--- config.mk ---
export PLATFORM = sky130hd
export DESIGN_NAME = dsha_lzc
export DESIGN_NICKNAME = d
export VERILOG_FILES = /design/src/rtl/dsha_pkg.sv /design/src/rtl/dsha_lzc.sv
export SDC_FILE = /design/constraint.sdc
export NUM_CORES = 1
export LEC_CHECK = 0
export ABC_AREA = 1
export ABC_CLOCK_PERIOD_IN_PS = 15750
export BUFFER_PORTS_ARGS = -buffer_cell sky130_fd_sc_hd__buf_4
export CAP_MARGIN = 10
export CORE_MARGIN = 2
export CORE_UTILIZATION = 55
export CTS_BUF_LIST = sky130_fd_sc_hd__clkbuf_4
export DETAILED_ROUTE_END_ITERATION = 10
export PLACE_DENSITY = 0.82
export SYNTH_ARGS = -nofsm -noshare
export SYNTH_HDL_FRONTEND = slang
export SYNTH_SLANG_ARGS = --single-unit
--- constraint.sdc ---
create_clock -name clock -period 15.75 [get_ports clock]
set_input_delay 1.575 -clock clock [delete_from_list [all_inputs] [get_ports clock]]
set_output_delay 1.575 -clock clock [all_outputs]
set_load 0.005 [all_outputs]
--- src/rtl/dsha_pkg.sv ---
`timescale 1ns / 1ps
`default_nettype none
// shared types, round constants and sha-256 round functions
// used by every module of the double sha-256 nonce checker
package dsha_pkg;

   typedef logic [31:0] word_type;
   typedef word_type [7:0] state_type;
   typedef word_type [15:0] block_type;

   localparam int RoundCount = 64;
   localparam int CsrIndexWidth = 3;
   localparam int LzWidth = 9;
   localparam int DiffWidth = 6;

   localparam logic [CsrIndexWidth-1:0] CSR_MID_01 = 3'd0;
   localparam logic [CsrIndexWidth-1:0] CSR_MID_23 = 3'd1;
   localparam logic [CsrIndexWidth-1:0] CSR_MID_45 = 3'd2;
   localparam logic [CsrIndexWidth-1:0] CSR_MID_67 = 3'd3;
   localparam logic [CsrIndexWidth-1:0] CSR_TAIL_01 = 3'd4;
   localparam logic [CsrIndexWidth-1:0] CSR_TAIL_2 = 3'd5;
   localparam logic [CsrIndexWidth-1:0] CSR_DIFF = 3'd6;

   localparam logic [DiffWidth-1:0] DIFF_RESET = 6'd1;

   localparam word_type PAD_WORD = 32'h8000_0000;
   localparam word_type INNER_LEN = 32'h0000_0280;
   localparam word_type OUTER_LEN = 32'h0000_0100;

   localparam state_type STD_IV = {
      32'h5be0cd19, 32'h1f83d9ab, 32'h9b05688c, 32'h510e527f,
      32'ha54ff53a, 32'h3c6ef372, 32'hbb67ae85, 32'h6a09e667};

   localparam word_type RK [RoundCount] = '{
      32'h428a2f98, 32'h71374491, 32'hb5c0fbcf, 32'he9b5dba5,
      32'h3956c25b, 32'h59f111f1, 32'h923f82a4, 32'hab1c5ed5,
      32'hd807aa98, 32'h12835b01, 32'h243185be, 32'h550c7dc3,
      32'h72be5d74, 32'h80deb1fe, 32'h9bdc06a7, 32'hc19bf174,
      32'he49b69c1, 32'hefbe4786, 32'h0fc19dc6, 32'h240ca1cc,
      32'h2de92c6f, 32'h4a7484aa, 32'h5cb0a9dc, 32'h76f988da,
      32'h983e5152, 32'ha831c66d, 32'hb00327c8, 32'hbf597fc7,
      32'hc6e00bf3, 32'hd5a79147, 32'h06ca6351, 32'h14292967,
      32'h27b70a85, 32'h2e1b2138, 32'h4d2c6dfc, 32'h53380d13,
      32'h650a7354, 32'h766a0abb, 32'h81c2c92e, 32'h92722c85,
      32'ha2bfe8a1, 32'ha81a664b, 32'hc24b8b70, 32'hc76c51a3,
      32'hd192e819, 32'hd6990624, 32'hf40e3585, 32'h106aa070,
      32'h19a4c116, 32'h1e376c08, 32'h2748774c, 32'h34b0bcb5,
      32'h391c0cb3, 32'h4ed8aa4a, 32'h5b9cca4f, 32'h682e6ff3,
      32'h748f82ee, 32'h78a5636f, 32'h84c87814, 32'h8cc70208,
      32'h90befffa, 32'ha4506ceb, 32'hbef9a3f7, 32'hc67178f2};

   function automatic word_type ror(input word_type x, input int n);
      ror = (x >> n) | (x << (32 - n));
   endfunction

   function automatic word_type big_sig0(input word_type x);
      big_sig0 = ror(x, 2) ^ ror(x, 13) ^ ror(x, 22);
   endfunction

   function automatic word_type big_sig1(input word_type x);
      big_sig1 = ror(x, 6) ^ ror(x, 11) ^ ror(x, 25);
   endfunction

   function automatic word_type small_sig0(input word_type x);
      small_sig0 = ror(x, 7) ^ ror(x, 18) ^ (x >> 3);
   endfunction

   function automatic word_type small_sig1(input word_type x);
      small_sig1 = ror(x, 17) ^ ror(x, 19) ^ (x >> 10);
   endfunction

   // one compression round, word 0 is a
   function automatic state_type sha_round(input state_type v, input word_type kw);
      word_type t1;
      word_type t2;
      state_type r;
      t1 = v[7] + big_sig1(v[4]) + ((v[4] & v[5]) ^ (~v[4] & v[6])) + kw;
      t2 = big_sig0(v[0]) + ((v[0] & v[1]) ^ (v[0] & v[2]) ^ (v[1] & v[2]));
      r[7] = v[6];
      r[6] = v[5];
      r[5] = v[4];
      r[4] = v[3] + t1;
      r[3] = v[2];
      r[2] = v[1];
      r[1] = v[0];
      r[0] = t1 + t2;
      sha_round = r;
   endfunction

   // slide the schedule window by one word
   function automatic block_type next_window(input block_type w);
      block_type r;
      for (int k = 0; k < 15; k++) begin
         r[k] = w[k+1];
      end
      r[15] = small_sig1(w[14]) + w[9] + small_sig0(w[1]) + w[0];
      next_window = r;
   endfunction

endpackage
`default_nettype wire

--- src/rtl/dsha_lzc.sv ---
`timescale 1ns / 1ps
`default_nettype none
// leading zero count over the byte-reversed digest, two stages,
// and the difficulty compare; uses dsha_pkg
module dsha_lzc
   import dsha_pkg::*;
(
   input  wire logic                 clock,
   input  wire logic                 reset,
   input  wire logic                 en,
   input  wire logic                 in_valid,
   input  wire state_type            in_digest,
   input  wire logic [DiffWidth-1:0] difficulty,
   output logic                      out_valid,
   output logic [LzWidth-1:0]        out_count,
   output logic                      out_meets
);

   logic [255:0] rev;
   logic [5:0]   grp_in [8];
   logic [5:0]   grp_ff [8];
   logic         gv_ff;
   logic [LzWidth-1:0] tot_in;
   logic [LzWidth-1:0] cnt_ff;
   logic         meets_ff;
   logic         ov_ff;

   // byte i of the reversed digest is byte (i mod 4) of word 7 - i/4
   always_comb begin
      for (int i = 0; i < 32; i++) begin
         rev[255-8*i -: 8] = in_digest[7-i/4][8*(i%4) +: 8];
      end
   end

   for (genvar g = 0; g < 8; g++) begin : g_grp
      logic [31:0] seg;
      assign seg = rev[255-32*g -: 32];
      always_comb begin
         logic found;
         found     = 1'b0;
         grp_in[g] = 6'd32;
         for (int b = 31; b >= 0; b--) begin
            if (!found && seg[b]) begin
               found     = 1'b1;
               grp_in[g] = 6'(31 - b);
            end
         end
      end
   end

   always_ff @(posedge clock) begin
      if (en) begin
         grp_ff <= grp_in;
      end
   end

   always_comb begin
      logic stop;
      stop   = 1'b0;
      tot_in = '0;
      for (int g = 0; g < 8; g++) begin
         if (!stop) begin
            tot_in = tot_in + LzWidth'(grp_ff[g]);
            stop   = (grp_ff[g] != 6'd32);
         end
      end
   end

   always_ff @(posedge clock) begin
      if (reset) begin
         gv_ff <= 1'b0;
         ov_ff <= 1'b0;
      end else if (en) begin
         gv_ff <= in_valid;
         ov_ff <= gv_ff;
      end
   end

   always_ff @(posedge clock) begin
      if (en) begin
         cnt_ff   <= tot_in;
         meets_ff <= (tot_in >= LzWidth'(difficulty));
      end
   end

   assign out_valid = ov_ff;
   assign out_count = cnt_ff;
   assign out_meets = meets_ff;

endmodule
`default_nettype wire
Word-level counts from Yosys, hierarchy flattened
Cells that the tools add are included.
{ "word_totals": {"out_inout_bits": 11, "input_bits": 266, "register_bits": 60} }
{ "op_classes": {"n_mux": 509, "n_reduce_logical": 536, "magnitude_cmp": 1, "n_eq_ne": 7, "addsub": 7} }
{ "op_table": {"columns": ["operator", "n"], "rows": [
  ["5-bit 2-to-1 mux", 120],
  ["1-bit 2-to-1 mux", 262],
  ["4-bit 2-to-1 mux", 64],
  ["1-bit logical AND", 248],
  ["1-bit logical NOT", 248],
  ["31-bit OR reduction", 8],
  ["16-bit OR reduction", 8],
  ["3-bit 2-to-1 mux", 32],
  ["8-bit OR reduction", 8],
  ["9-bit by 6-bit adder with 9-bit output", 6],
  ["9-bit 2-to-1 mux", 6],
  ["6-bit 2-to-1 mux", 8],
  ["6-bit != test, second input constant", 7],
  ["2-bit 2-to-1 mux", 16],
  ["4-bit OR reduction", 8],
  ["2-bit OR reduction", 8],
  ["9-bit by 6-bit greater-or-equal comparator with 1-bit output", 1],
  ["6-bit by 6-bit adder with 7-bit output", 1],
  ["7-bit 2-to-1 mux", 1]
]} }

Longest topological paths before layout
Gate-level depths: netlist of the first run.
{ "depth": {"ltp_word": 94, "ltp_mapped": 44, "mapped_depth_nobuf": 44} }

Worst setup path after synthesis of the first run
Ideal clock, no wire load.
{ "synth_timing": {"path_kind": "register to register", "start": "reg grp_ff[36] in the netlist's numbering", "end": "reg meets_ff (netlist: out_meets), data pin", "setup_time_ps": 259, "period_less_slack_ps": 7016, "path_slack_ps": 8734, "arrival_ps": 6757, "required_ps": 15491, "n_path_buf": 0, "stages_incl_launch_ff": 34, "path_cell_list": "edfxtp_1 -> ha_1 -> fa_1 -> a21oi_1 -> fa_1 -> o21ai_1 -> inv_1 -> fa_1 -> o21ai_1 -> inv_1 -> fa_1 -> o21ai_1 -> inv_1 -> fa_1 -> xor2_1 -> o21ai_0 -> ha_1 -> nand2_1 -> nor2_1 -> a211oi_1 -> xor2_1 -> o21ai_0 -> ha_1 -> a21oi_1 -> o21ai_0 -> xor2_1 -> o21ai_0 -> ha_1 -> a21oi_1 -> o221ai_1 -> a21oi_1 -> nand2_1 -> nor2_2 -> nand3_1"} }
{ "synth_via": {"elab_chain_cells": 15, "word_cells_on_any_way": 22} }
{ "synth_lines": {"columns": ["item", "line_no", "source"], "rows": [
  ["start: declaration", "dsha_lzc.sv:21", "logic [5:0] grp_ff [8];"],
  ["start signal: assignment", "dsha_lzc.sv:53", "grp_ff <= grp_in;"],
  ["6-bit by 6-bit adder with 7-bit output", "dsha_lzc.sv:63", "tot_in = tot_in + LzWidth'(grp_ff[g]);"],
  ["7-bit 2-to-1 mux", "dsha_lzc.sv:62", "if (!stop) begin"],
  ["9-bit by 6-bit adder with 9-bit output", "dsha_lzc.sv:63", null],
  ["9-bit 2-to-1 mux", "dsha_lzc.sv:62", null],
  ["9-bit by 6-bit adder with 9-bit output", "dsha_lzc.sv:63", null],
  ["9-bit 2-to-1 mux", "dsha_lzc.sv:62", null],
  ["9-bit by 6-bit adder with 9-bit output", "dsha_lzc.sv:63", null],
  ["9-bit 2-to-1 mux", "dsha_lzc.sv:62", null],
  ["9-bit by 6-bit adder with 9-bit output", "dsha_lzc.sv:63", null],
  ["9-bit 2-to-1 mux", "dsha_lzc.sv:62", null],
  ["9-bit by 6-bit adder with 9-bit output", "dsha_lzc.sv:63", null],
  ["9-bit 2-to-1 mux", "dsha_lzc.sv:62", null],
  ["9-bit by 6-bit adder with 9-bit output", "dsha_lzc.sv:63", null],
  ["9-bit 2-to-1 mux (*)", "dsha_lzc.sv:62", null],
  ["net tot_in[4]", "dsha_lzc.sv:23", "logic [LzWidth-1:0] tot_in;"],
  ["9-bit by 6-bit greater-or-equal comparator with 1-bit output (*)", "dsha_lzc.sv:82", "meets_ff <= (tot_in >= LzWidth'(difficulty));"],
  ["end signal: assignment", "dsha_lzc.sv:82", null],
  ["end: declaration", "dsha_lzc.sv:25", "logic meets_ff;"]
]} }
Mark *: on every way through the listed nets, which the timed path passes. The rest lies on a longest branch.
A chain may end at the register's enable or synchronous reset.

Worst setup path in the final report of the first run
Same ends and word-level chain as after synthesis.

==> run_results.csv, run 1 <==
group,metric,value,unit
clock_tree,h-tree-depth,3,
clock_tree,clk_pin_slew,0.11,ns
timing,fmax,128.9,MHz
route,drtPass1Iterations,5,
final_layout,fillers,1373,
final_layout,syn_to_final_growth,27.18,%
clock_tree,hold_buffers,0,
route,dr.first_iter.drc_count,412,
timing,fin_crit_sh,49.25,%
final_layout,post-route-util,72.08,%
clock_tree,cts_setup_buffers,0,
power_and_ir_drop,p_per_area,42.90,nW/um^2
final_layout,n_antenna_cell,0,
setup_path,slowest_delay,0.44,ns
route,ant_nets,0,
setup_path,required,15.93,ns
yosys,synth.most_common_cell,"inv_1",
setup_path,rr_worst_depth,34,
yosys,synth_cells,1308,
setup_path,path_class,"flip-flop to flip-flop",
timing,hold_ws,0.4618,ns
yosys,ys.warnings.count,0,
clock_tree,numCtsBuffers,9,
setup_path,slowest_stage,"edfxtp_1",
floorplanning,io_pins,277,
floorplanning,die_w,132.2,um
run,maxCapViolations,0,
clock_tree,cts_resized,0,
final_layout,drive_gt1_share,28.92,%
setup_path,arrival,7.94,ns
yosys,yosysUniqueCellTypes,57,
route,drc_errors,0,
power_and_ir_drop,power.internal,0.3231,mW
worst_hold_path,hp-class,"flip-flop to flip-flop",
route,via_per_inst,5.352,
yosys,synth.largest_area_cell,"edfxtp_1",
final_layout,layoutNonFillerInstCount,1810,
global_routing,grt_max_degree,62,
yosys,synth_top_area_share,19.27,%
setup_path,cp_common_cell,"ha_1",
setup_path,crit_buf_inv,0,
yosys,avgSynthCellArea,6.908,sq um
place,place_congestion,0.9674,
setup_path,regToRegStartpoint,"grp_ff[36]",
floorplanning,rows,46,
yosys,syn-cell-area,9036,sq um
global_routing,antenna_found_initial,0,
power_and_ir_drop,p_comb_share,38.2,%
timing,finalSetupViolations,0,
place,port_buffers,276,
timing,rsz0062_at_grt,"no",
floorplanning,coreArea,15940,sq um
timing,worst_pin_slew,0.7504,ns
setup_path,worst-path-max-fanout,4,
timing,drv_slew,0,
timing,hold_viol,0,
place,post-dp-hpwl,21140,um
global_routing,grt_pass1_vias,9473,
setup_path,worstReg2RegEnd,"out_meets",
yosys,synth.area.top_cells,"edfxtp_1, inv_1, nand2_1, ha_1, nor2_1",
yosys,synth_ff_type,"edfxtp_1",
final_layout,nets,1910,
run_status,status,"complete, no violations",
setup_path,crit_start,"grp_ff[36]",
worst_hold_path,min_from,"gv_ff",
clock_tree,insertion_delay,0.43,ns
floorplanning,start_util,56.68,%
timing,tns,0,ns
clock_tree,clock-sinks,60,
yosys,synth_seq_cells,60,
power_and_ir_drop,p_sw_share,34.48,%
final_layout,design_area,11490,sq um
worst_hold_path,hold-path-endpoint,"out_valid",
setup_path,end_kind,"flip-flop",
power_and_ir_drop,peakVddDrop,0.00004288,V
clock_tree,cts_tree,"yes",
power_and_ir_drop,p_leak,6.009,nW
global_routing,grtUsageTotal,27.44,%
clock_tree,cts_root_buffer,"clkbuf_4",
clock_tree,clockBufferDepth,2,
route,wl_per_cell,13.26,um
timing,skew,0.01098,ns
floorplanning,die_area,17470,sq um
setup_path,r2r_setup_slack,7.99,ns
yosys,synthArstFlopShare,0,%
power_and_ir_drop,p_sw,0.1700,mW
route,wl,24000,um
timing,relSlewSlack,49.97,%
setup_path,crit_path_start_kind,"flip-flop",
power_and_ir_drop,pwr-share-clk,22.5,%
place,place_inst,1794,
floorplanning,die_y,132.2,um
global_routing,grt-ovfl-total,0,
timing,period_minus_slack,7.757,ns
worst_hold_path,hold_path_depth,2,
yosys,ys_seq_area_share,19.72,%
power_and_ir_drop,power_frac_seq,39.2,%
route,vias,9687,
yosys,syn_nets,1629,
place,place_area,11350,sq um
yosys,synth-edff-count,58,
yosys,synth_common_cells,"inv_1, nand2_1, nor2_1",
global_routing,grt_pass1_wl,40790,um
setup_path,crit_family,"adder cells",
routing by layer:
metal | wire, um | share of wire, % | vias up | track usage, %
li1 | - | - | 5024 | -
met1 | 10170 | 42 | 4351 | 32.64
met2 | 11970 | 50 | 264 | 50.41
met3 | 1352 | 5.6 | 48 | 5.383
met4 | 509 | 2.1 | 0 | 7.288
met5 | 0 | 0 | - | 0
state kept, by name (all words and copies together) (netlist names):
register	flops
grp_ff	48
gv_ff	1
out_count	9
out_meets	1
out_valid	1
worst max path at each step:
stage / endpoint / slack (ns) / cells past startpoint
3_5_place_dp: out_meets / 8.04 / 34
2_1_floorplan: out_meets / 8.73 / 33
6_report: out_meets / 7.99 / 34
4_1_cts: out_meets / 8.02 / 34
5_1_grt: out_meets / 7.38 / 33
3_3_place_gp: out_meets / 8.33 / 33
placed cells by master, fill, tap and decap left out, types with 7 or more instances in the layout:
cell type | synthesis | layout
inv_1 | 310 | 310
buf_4 | 0 | 276
nand2_1 | 169 | 169
nor2_1 | 111 | 111
nand3_1 | 76 | 76
a21oi_1 | 63 | 63
edfxtp_1 | 58 | 58
nand4_1 | 50 | 50
ha_1 | 48 | 48
o21ai_0 | 45 | 45
nor2_2 | 41 | 41
nor2_4 | 31 | 31
o41ai_1 | 31 | 31
nand4_2 | 30 | 30
nor3_1 | 20 | 20
nand2_2 | 20 | 20
nand3b_1 | 19 | 19
xor2_1 | 18 | 18
o21ai_1 | 15 | 15
nor4_1 | 14 | 14
a31oi_1 | 13 | 13
nand3_2 | 13 | 13
a211oi_1 | 9 | 9
nand4_4 | 9 | 9
o31ai_1 | 9 | 9
clkbuf_4 | 0 | 9
inv_2 | 8 | 8
o21bai_1 | 8 | 8
o211ai_1 | 8 | 8
or2_2 | 8 | 8
fa_1 | 7 | 7
cell families (layout without fill, tap and decap cells):
logic type | after synthesis | in the layout | synth area share (%)
and+or+nand+nor | 625 | 625 | 40.79
adders and majority gates | 55 | 55 | 8.197
DFF | 60 | 60 | 19.72
AOI/OAI and AO/OA | 224 | 224 | 15.81
buffers and inverters | 324 | 610 | 13.54
xor gates and xnor gates | 20 | 20 | 1.939
power by group through the flow:
| stage | clock [mW] | sequential, mW | combinational (mW) |
|---|---|---|---|
| after floorplan | 0 | 0.194 | 0.0937 |
| after global placement | 0 | 0.197 | 0.182 |
| after detailed placement | 0 | 0.197 | 0.187 |
| after CTS | 0.114 | 0.193 | 0.188 |
| after global routing | 0.121 | 0.195 | 0.212 |
| final | 0.111 | 0.193 | 0.189 |
metrics by stage:
| stage | worst slack (ns) | power [mW] |
|---|---|---|
| global route | 7.379 | 0.5275 |
| finish | 7.993 | 0.4931 |
| floorplan | 8.734 | 0.2878 |
| global placement | 8.330 | 0.3781 |
| detailed placement | 8.045 | 0.3838 |
| CTS | 8.016 | 0.4951 |
final cells by class:
cell class | count | area, sq um | area share, %
multi-input combinational | 924 | 6031 | 52.48
timing repair buffer | 276 | 2072 | 18.03
sequential | 60 | 1782 | 15.50
inverter | 318 | 1194 | 10.39
tap | 216 | 270.3 | 2.352
clock inverter | 7 | 76.32 | 0.6641
clock buffer | 9 | 67.56 | 0.5879
worst min-delay path: stages (launching register included):
cell and delay (ns):
dfxtp_1 0.32, nand2_1 0.05, a21oi_1 0.05
Power figures use the tool's default switching activity.
==> run 2: changes to the inputs <==
ABC_CLOCK_PERIOD_IN_PS = 7250   (was 15750)
clock period = 7.25 ns   (was 15.75 ns; I/O delays follow)
==> run 2 against run 1 <==
Compared with the run above: sequential share of layout area fell by 0.45 points; cell count rose by 1.7%; routed wire length barely moved; cell area rose by 3.0%; total power rose by 120%; via count fell by 0.14%; worst hold slack got worse by 0.033 ns; core utilization rose by 2.2 points; clock power rose by 86%; largest power group is now combinational logic.
==> run_results.csv, run 2 (synthesis results as in run 1) <==
group,metric,value,unit
run_status,status,"complete, no violations",
timing,rsz0062_at_grt,"yes",
clock_tree,numCtsBuffers,9,
timing,period_minus_slack,7.076,ns
place,place_congestion,0.9509,
setup_path,end_kind,"flip-flop",
final_layout,largest-register,"grp_ff",
clock_tree,hold_buffers,0,
clock_tree,h-tree-depth,3,
global_routing,antenna_found_initial,1,
global_routing,grt_max_degree,62,
global_routing,grt_pass1_vias,9293,
setup_path,slowest_delay,0.46,ns
timing,hold_viol,0,
timing,fin_crit_sh,97.61,%
final_layout,syn_to_final_growth,31.00,%
clock_tree,clockBufferDepth,2,
route,vias,9673,
setup_path,required,7.45,ns
clock_tree,cts_tree,"yes",
final_layout,post-route-util,74.25,%
final_layout,nets,1939,
setup_path,arrival,7.28,ns
place,port_buffers,276,
power_and_ir_drop,p_per_area,91.40,nW/um^2
power_and_ir_drop,p_leak,6.146,nW
setup_path,slowest_stage,"fa_2",
final_layout,largest_register_ffs,48,
timing,relSlewSlack,50.49,%
route,drtPass1Iterations,5,
route,dr.first_iter.drc_count,449,
timing,tns,0,ns
setup_path,crit_path_start_kind,"flip-flop",
timing,fmax,141.3,MHz
global_routing,grtUsageTotal,27.08,%
route,wl,24010,um
setup_path,worst-path-max-fanout,4,
timing,worst_pin_slew,0.7331,ns
timing,finalSetupViolations,0,
clock_tree,cts_root_buffer,"clkbuf_4",
floorplanning,die_w,132.2,um
final_layout,layout_common_cells,"inv_1, buf_4, nand2_1, nor2_1, nand3_1",
power_and_ir_drop,peakVddDrop,0.00006739,V
timing,drv_slew,0,
floorplanning,coreArea,15940,sq um
clock_tree,insertion_delay,0.45,ns
floorplanning,start_util,56.68,%
route,ant_nets,0,
place,post-dp-hpwl,20690,um
global_routing,grt_pass1_wl,40240,um
timing,skew,0.009388,ns
final_layout,final_common_cell,"inv_1",
global_routing,grt-ovfl-total,0,
route,via_per_inst,5.257,
floorplanning,die_area,17470,sq um
setup_path,path_class,"flip-flop to flip-flop",
clock_tree,clk_pin_slew,0.11,ns
worst_hold_path,hp-class,"input port to flip-flop",
floorplanning,rows,46,
route,drc_errors,0,
power_and_ir_drop,power.total,1.082,mW
final_layout,drive_gt1_share,32.29,%
route,wl_per_cell,13.05,um
floorplanning,die_y,132.2,um
floorplanning,io_pins,277,
clock_tree,clock-sinks,60,
run,maxCapViolations,0,
## run 2: cell count changes in the layout (fill, tap and decap cells not counted), sizes merged
| cell | change |
|---|---|
| clkinvlp | +1 |
| clkinv | +1 |
| bufinv | -1 |
| buf | +29 |
| inv | -1 |
| diode | +1 |
## run 2: layer usage
layer / routed length (um) / share of wire, % / global-route usage (%) / vias up
met4: 405 / 1.7 / 6.392 / 0
met2: 11870 / 49 / 49.19 / 235
li1: - / - / - / 5082
met5: 0 / 0 / 0 / -
met3: 1410 / 5.9 / 5.729 / 42
met1: 10320 / 43 / 32.73 / 4314
## run 2: layout make-up
cell class,count,area (sq um)
clock inverter,7,53.80
sequential,60,1782
inverter,318,1194
antenna,1,2.502
timing repair buffer,305,2290
fill,1304,4105
clock buffer,9,67.56
multi-input combinational,924,6178
tap,216,270.3
## run 2: final timing paths
check / cells after the start / startpoint / slack, ns / to
max reg2reg: 33 / grp_ff[42] / 0.17 / out_meets
min reg2reg: 2 / gv_ff / 0.47 / out_valid
max: 33 / grp_ff[42] / 0.17 / out_meets
min: 2 / reset / 0.43 / gv_ff
## run 2: what timing repair did
item	4_1_cts	5_1_grt
gates resized for setup	13	43
endpoints found under the hold margin	0	0
buffers inserted	1	11
pin swaps	0	44
setup endpoints to repair	1	4
cloned	0	0
## run 2: power breakdown
group	total, mW	internal (mW)	switching (mW)	leakage, nW
logic	0.455	0.220	0.234	5.51
registers	0.420	0.404	0.0160	0.575
clock network	0.207	0.0707	0.137	0.0581
## run 2: critical path: cells and delay by family (launching register included)
family          cells  cell delay (ns)
fa+ha+maj           9             3.13
compound gates     13             1.99
xor+xnor            5             0.76
flops               1             0.45
buf+inv             3             0.31
simple gates        3             0.20
## run 2: per-stage QoR
stage	area, sq um	cells	hold slack [ns]	setup WS [ns]
detailed placement	11480	1811	0.4439	-0.2775
global route	11840	1840	0.3937	-0.3356
floorplan	9036	1308	0.4303	0.2339
global placement	11480	1811	0.4364	-0.01949
CTS	11620	1828	0.4003	0.0008376
finish	11840	1840	0.4284	0.1735
==> run 3: changes to the inputs <==
MAX_ROUTING_LAYER = met4   (was unset)
==> run 3 against run 2 <==
Compared with the run above: total power rose by 7.4%; register-to-register slack worse by 0.04 ns; global-route usage up 0.88 points; sequential power about the same; routed wire length is 2.8% higher; critical path depth did not move; clock-buffer cell count did not move; critical endpoint unchanged.
==> run_results.csv, run 3 (synthesis results as in run 1) <==
group,metric,value,unit
place,place_inst,1811,
place,place_congestion,0.9157,
timing,tns,0,ns
timing,drv_slew,0,
timing,finalSetupViolations,0,
floorplanning,die_y,132.2,um
run,maxCapViolations,0,
timing,skew,0.01206,ns
timing,worst_slack,0.1367,ns
clock_tree,clock-sinks,60,
clock_tree,clk_pin_slew,0.12,ns
power_and_ir_drop,p_leak,6.176,nW
power_and_ir_drop,pwr-share-clk,24.1,%
timing,worst_pin_slew,0.7397,ns
power_and_ir_drop,p_sw_share,33.94,%
final_layout,layout_common_cells,"inv_1, buf_4, nand2_1, nor2_1, nand3_1",
timing,rsz0062_at_grt,"yes",
power_and_ir_drop,power.internal,0.7680,mW
setup_path,slowest_stage,"fa_2",
clock_tree,cts_tree,"yes",
setup_path,crit_path_start_kind,"flip-flop",
route,highest_layer,"met4",
final_layout,drive_gt1_share,32.72,%
setup_path,worst-path-max-fanout,4,
route,dr.first_iter.drc_count,528,
place,post-dp-hpwl,21100,um
timing,relSlewSlack,50.68,%
clock_tree,insertion_delay,0.43,ns
route,dr_wl_met2,12250,um
power_and_ir_drop,peakVddDrop,0.00009900,V
clock_tree,numCtsBuffers,9,
setup_path,end_kind,"flip-flop",
place,place_worst_setup_slack,-0.2994,ns
final_layout,final_common_cell,"inv_1",
clock_tree,cts_root_buffer,"clkbuf_4",
global_routing,grtUsageTotal,27.96,%
run_status,status,"complete, no violations",
final_layout,multi_input_area,6221,sq um
final_layout,largest-register,"grp_ff",
final_layout,nets,1939,
route,met1_length,10580,um
floorplanning,coreArea,15940,sq um
floorplanning,rows,46,
setup_path,slowest_delay,0.47,ns
final_layout,syn_to_final_growth,31.96,%
setup_path,r2r_setup_slack,0.14,ns
route,drtPass1Iterations,5,
setup_path,required,7.44,ns
final_layout,final-seq-area,1782,sq um
final_layout,layoutNonFillerInstCount,1839,
timing,fin_crit_sh,98.11,%
power_and_ir_drop,power_frac_seq,36.2,%
final_layout,largest_register_ffs,48,
setup_path,arrival,7.30,ns
route,wl_per_cell,13.42,um
final_layout,design_area,11920,sq um
floorplanning,die_w,132.2,um
clock_tree,h-tree-depth,3,
global_routing,antenna_found_initial,0,
timing,hold_ws,0.4475,ns
setup_path,path_class,"flip-flop to flip-flop",
global_routing,grt_pass1_vias,9310,
route,vias,9814,
route,wl_met3,1289,um
clock_tree,hold_buffers,0,
setup_path,cp_common_cell,"o21ai_2",
floorplanning,io_pins,277,
route,drc_errors,0,
timing,fmax,140.6,MHz
worst_hold_path,hp-class,"input port to flip-flop",
floorplanning,die_area,17470,sq um
global_routing,grt_max_degree,62,
power_and_ir_drop,power.total,1.162,mW
timing,period_minus_slack,7.113,ns
global_routing,grt_pass1_wl,40280,um
final_layout,fillers,1280,
power_and_ir_drop,p_per_area,97.49,nW/um^2
global_routing,grt-ovfl-total,0,
place,port_buffers,276,
power_and_ir_drop,p_comb_share,39.7,%
clock_tree,clockBufferDepth,2,
route,wl,24680,um
final_layout,n_antenna_cell,0,
power_and_ir_drop,p_sw,0.3945,mW
final_layout,post-route-util,74.79,%
route,ant_nets,0,
timing,hold_viol,0,
route,via_per_inst,5.337,
floorplanning,start_util,56.68,%
place,place_area,11480,sq um
[run 3: final timing paths]
path | start | end | cells past startpoint
max | grp_ff[42] | out_meets | 33
min | reset | out_valid | 2
max reg2reg | grp_ff[42] | out_meets | 33
min reg2reg | gv_ff | out_valid | 2
[run 3: timing repair]
| item | CTS | global route |
|---|---|---|
| pin swaps | 0 | 47 |
| setup buffers | 0 | 13 |
| gates resized for setup | 16 | 48 |
| endpoints found under the setup margin | 1 | 3 |
[run 3: layout make-up]
| class | instances | area share, % |
|---|---|---|
| clock buffers | 9 | 0.5666 |
| flip-flops and latches | 60 | 14.94 |
| repair buffers | 305 | 19.20 |
| multi-input cells | 924 | 52.17 |
| well taps | 216 | 2.267 |
| clock inverters | 7 | 0.8395 |
| inverters | 318 | 10.01 |
[run 3: power by group through the flow]
stage | Combinational (mW) | Sequential (mW) | Clock (mW)
floorplan | 0.204 | 0.422 | 0
global placement | 0.407 | 0.427 | 0
detailed placement | 0.418 | 0.427 | 0
CTS | 0.425 | 0.420 | 0.285
global route | 0.514 | 0.423 | 0.297
finish | 0.462 | 0.421 | 0.280
[run 3: per-layer routing]
layer | global-route usage, % | vias up
li1 | - | 5080
met1 | 33.04 | 4434
met2 | 49.48 | 256
met5 | - | -
met3 | 4.767 | 44
met4 | 6.930 | 0
[run 3: worst max-delay path, delay by kind of cell, from the launching register on]
kind | cells | cell delay, ns
fa+ha+maj | 9 | 3.26
compound gates | 13 | 2.06
buf+inv | 2 | 0.13
xor+xnor | 4 | 0.63
simple gates | 5 | 0.33
flops | 1 | 0.45
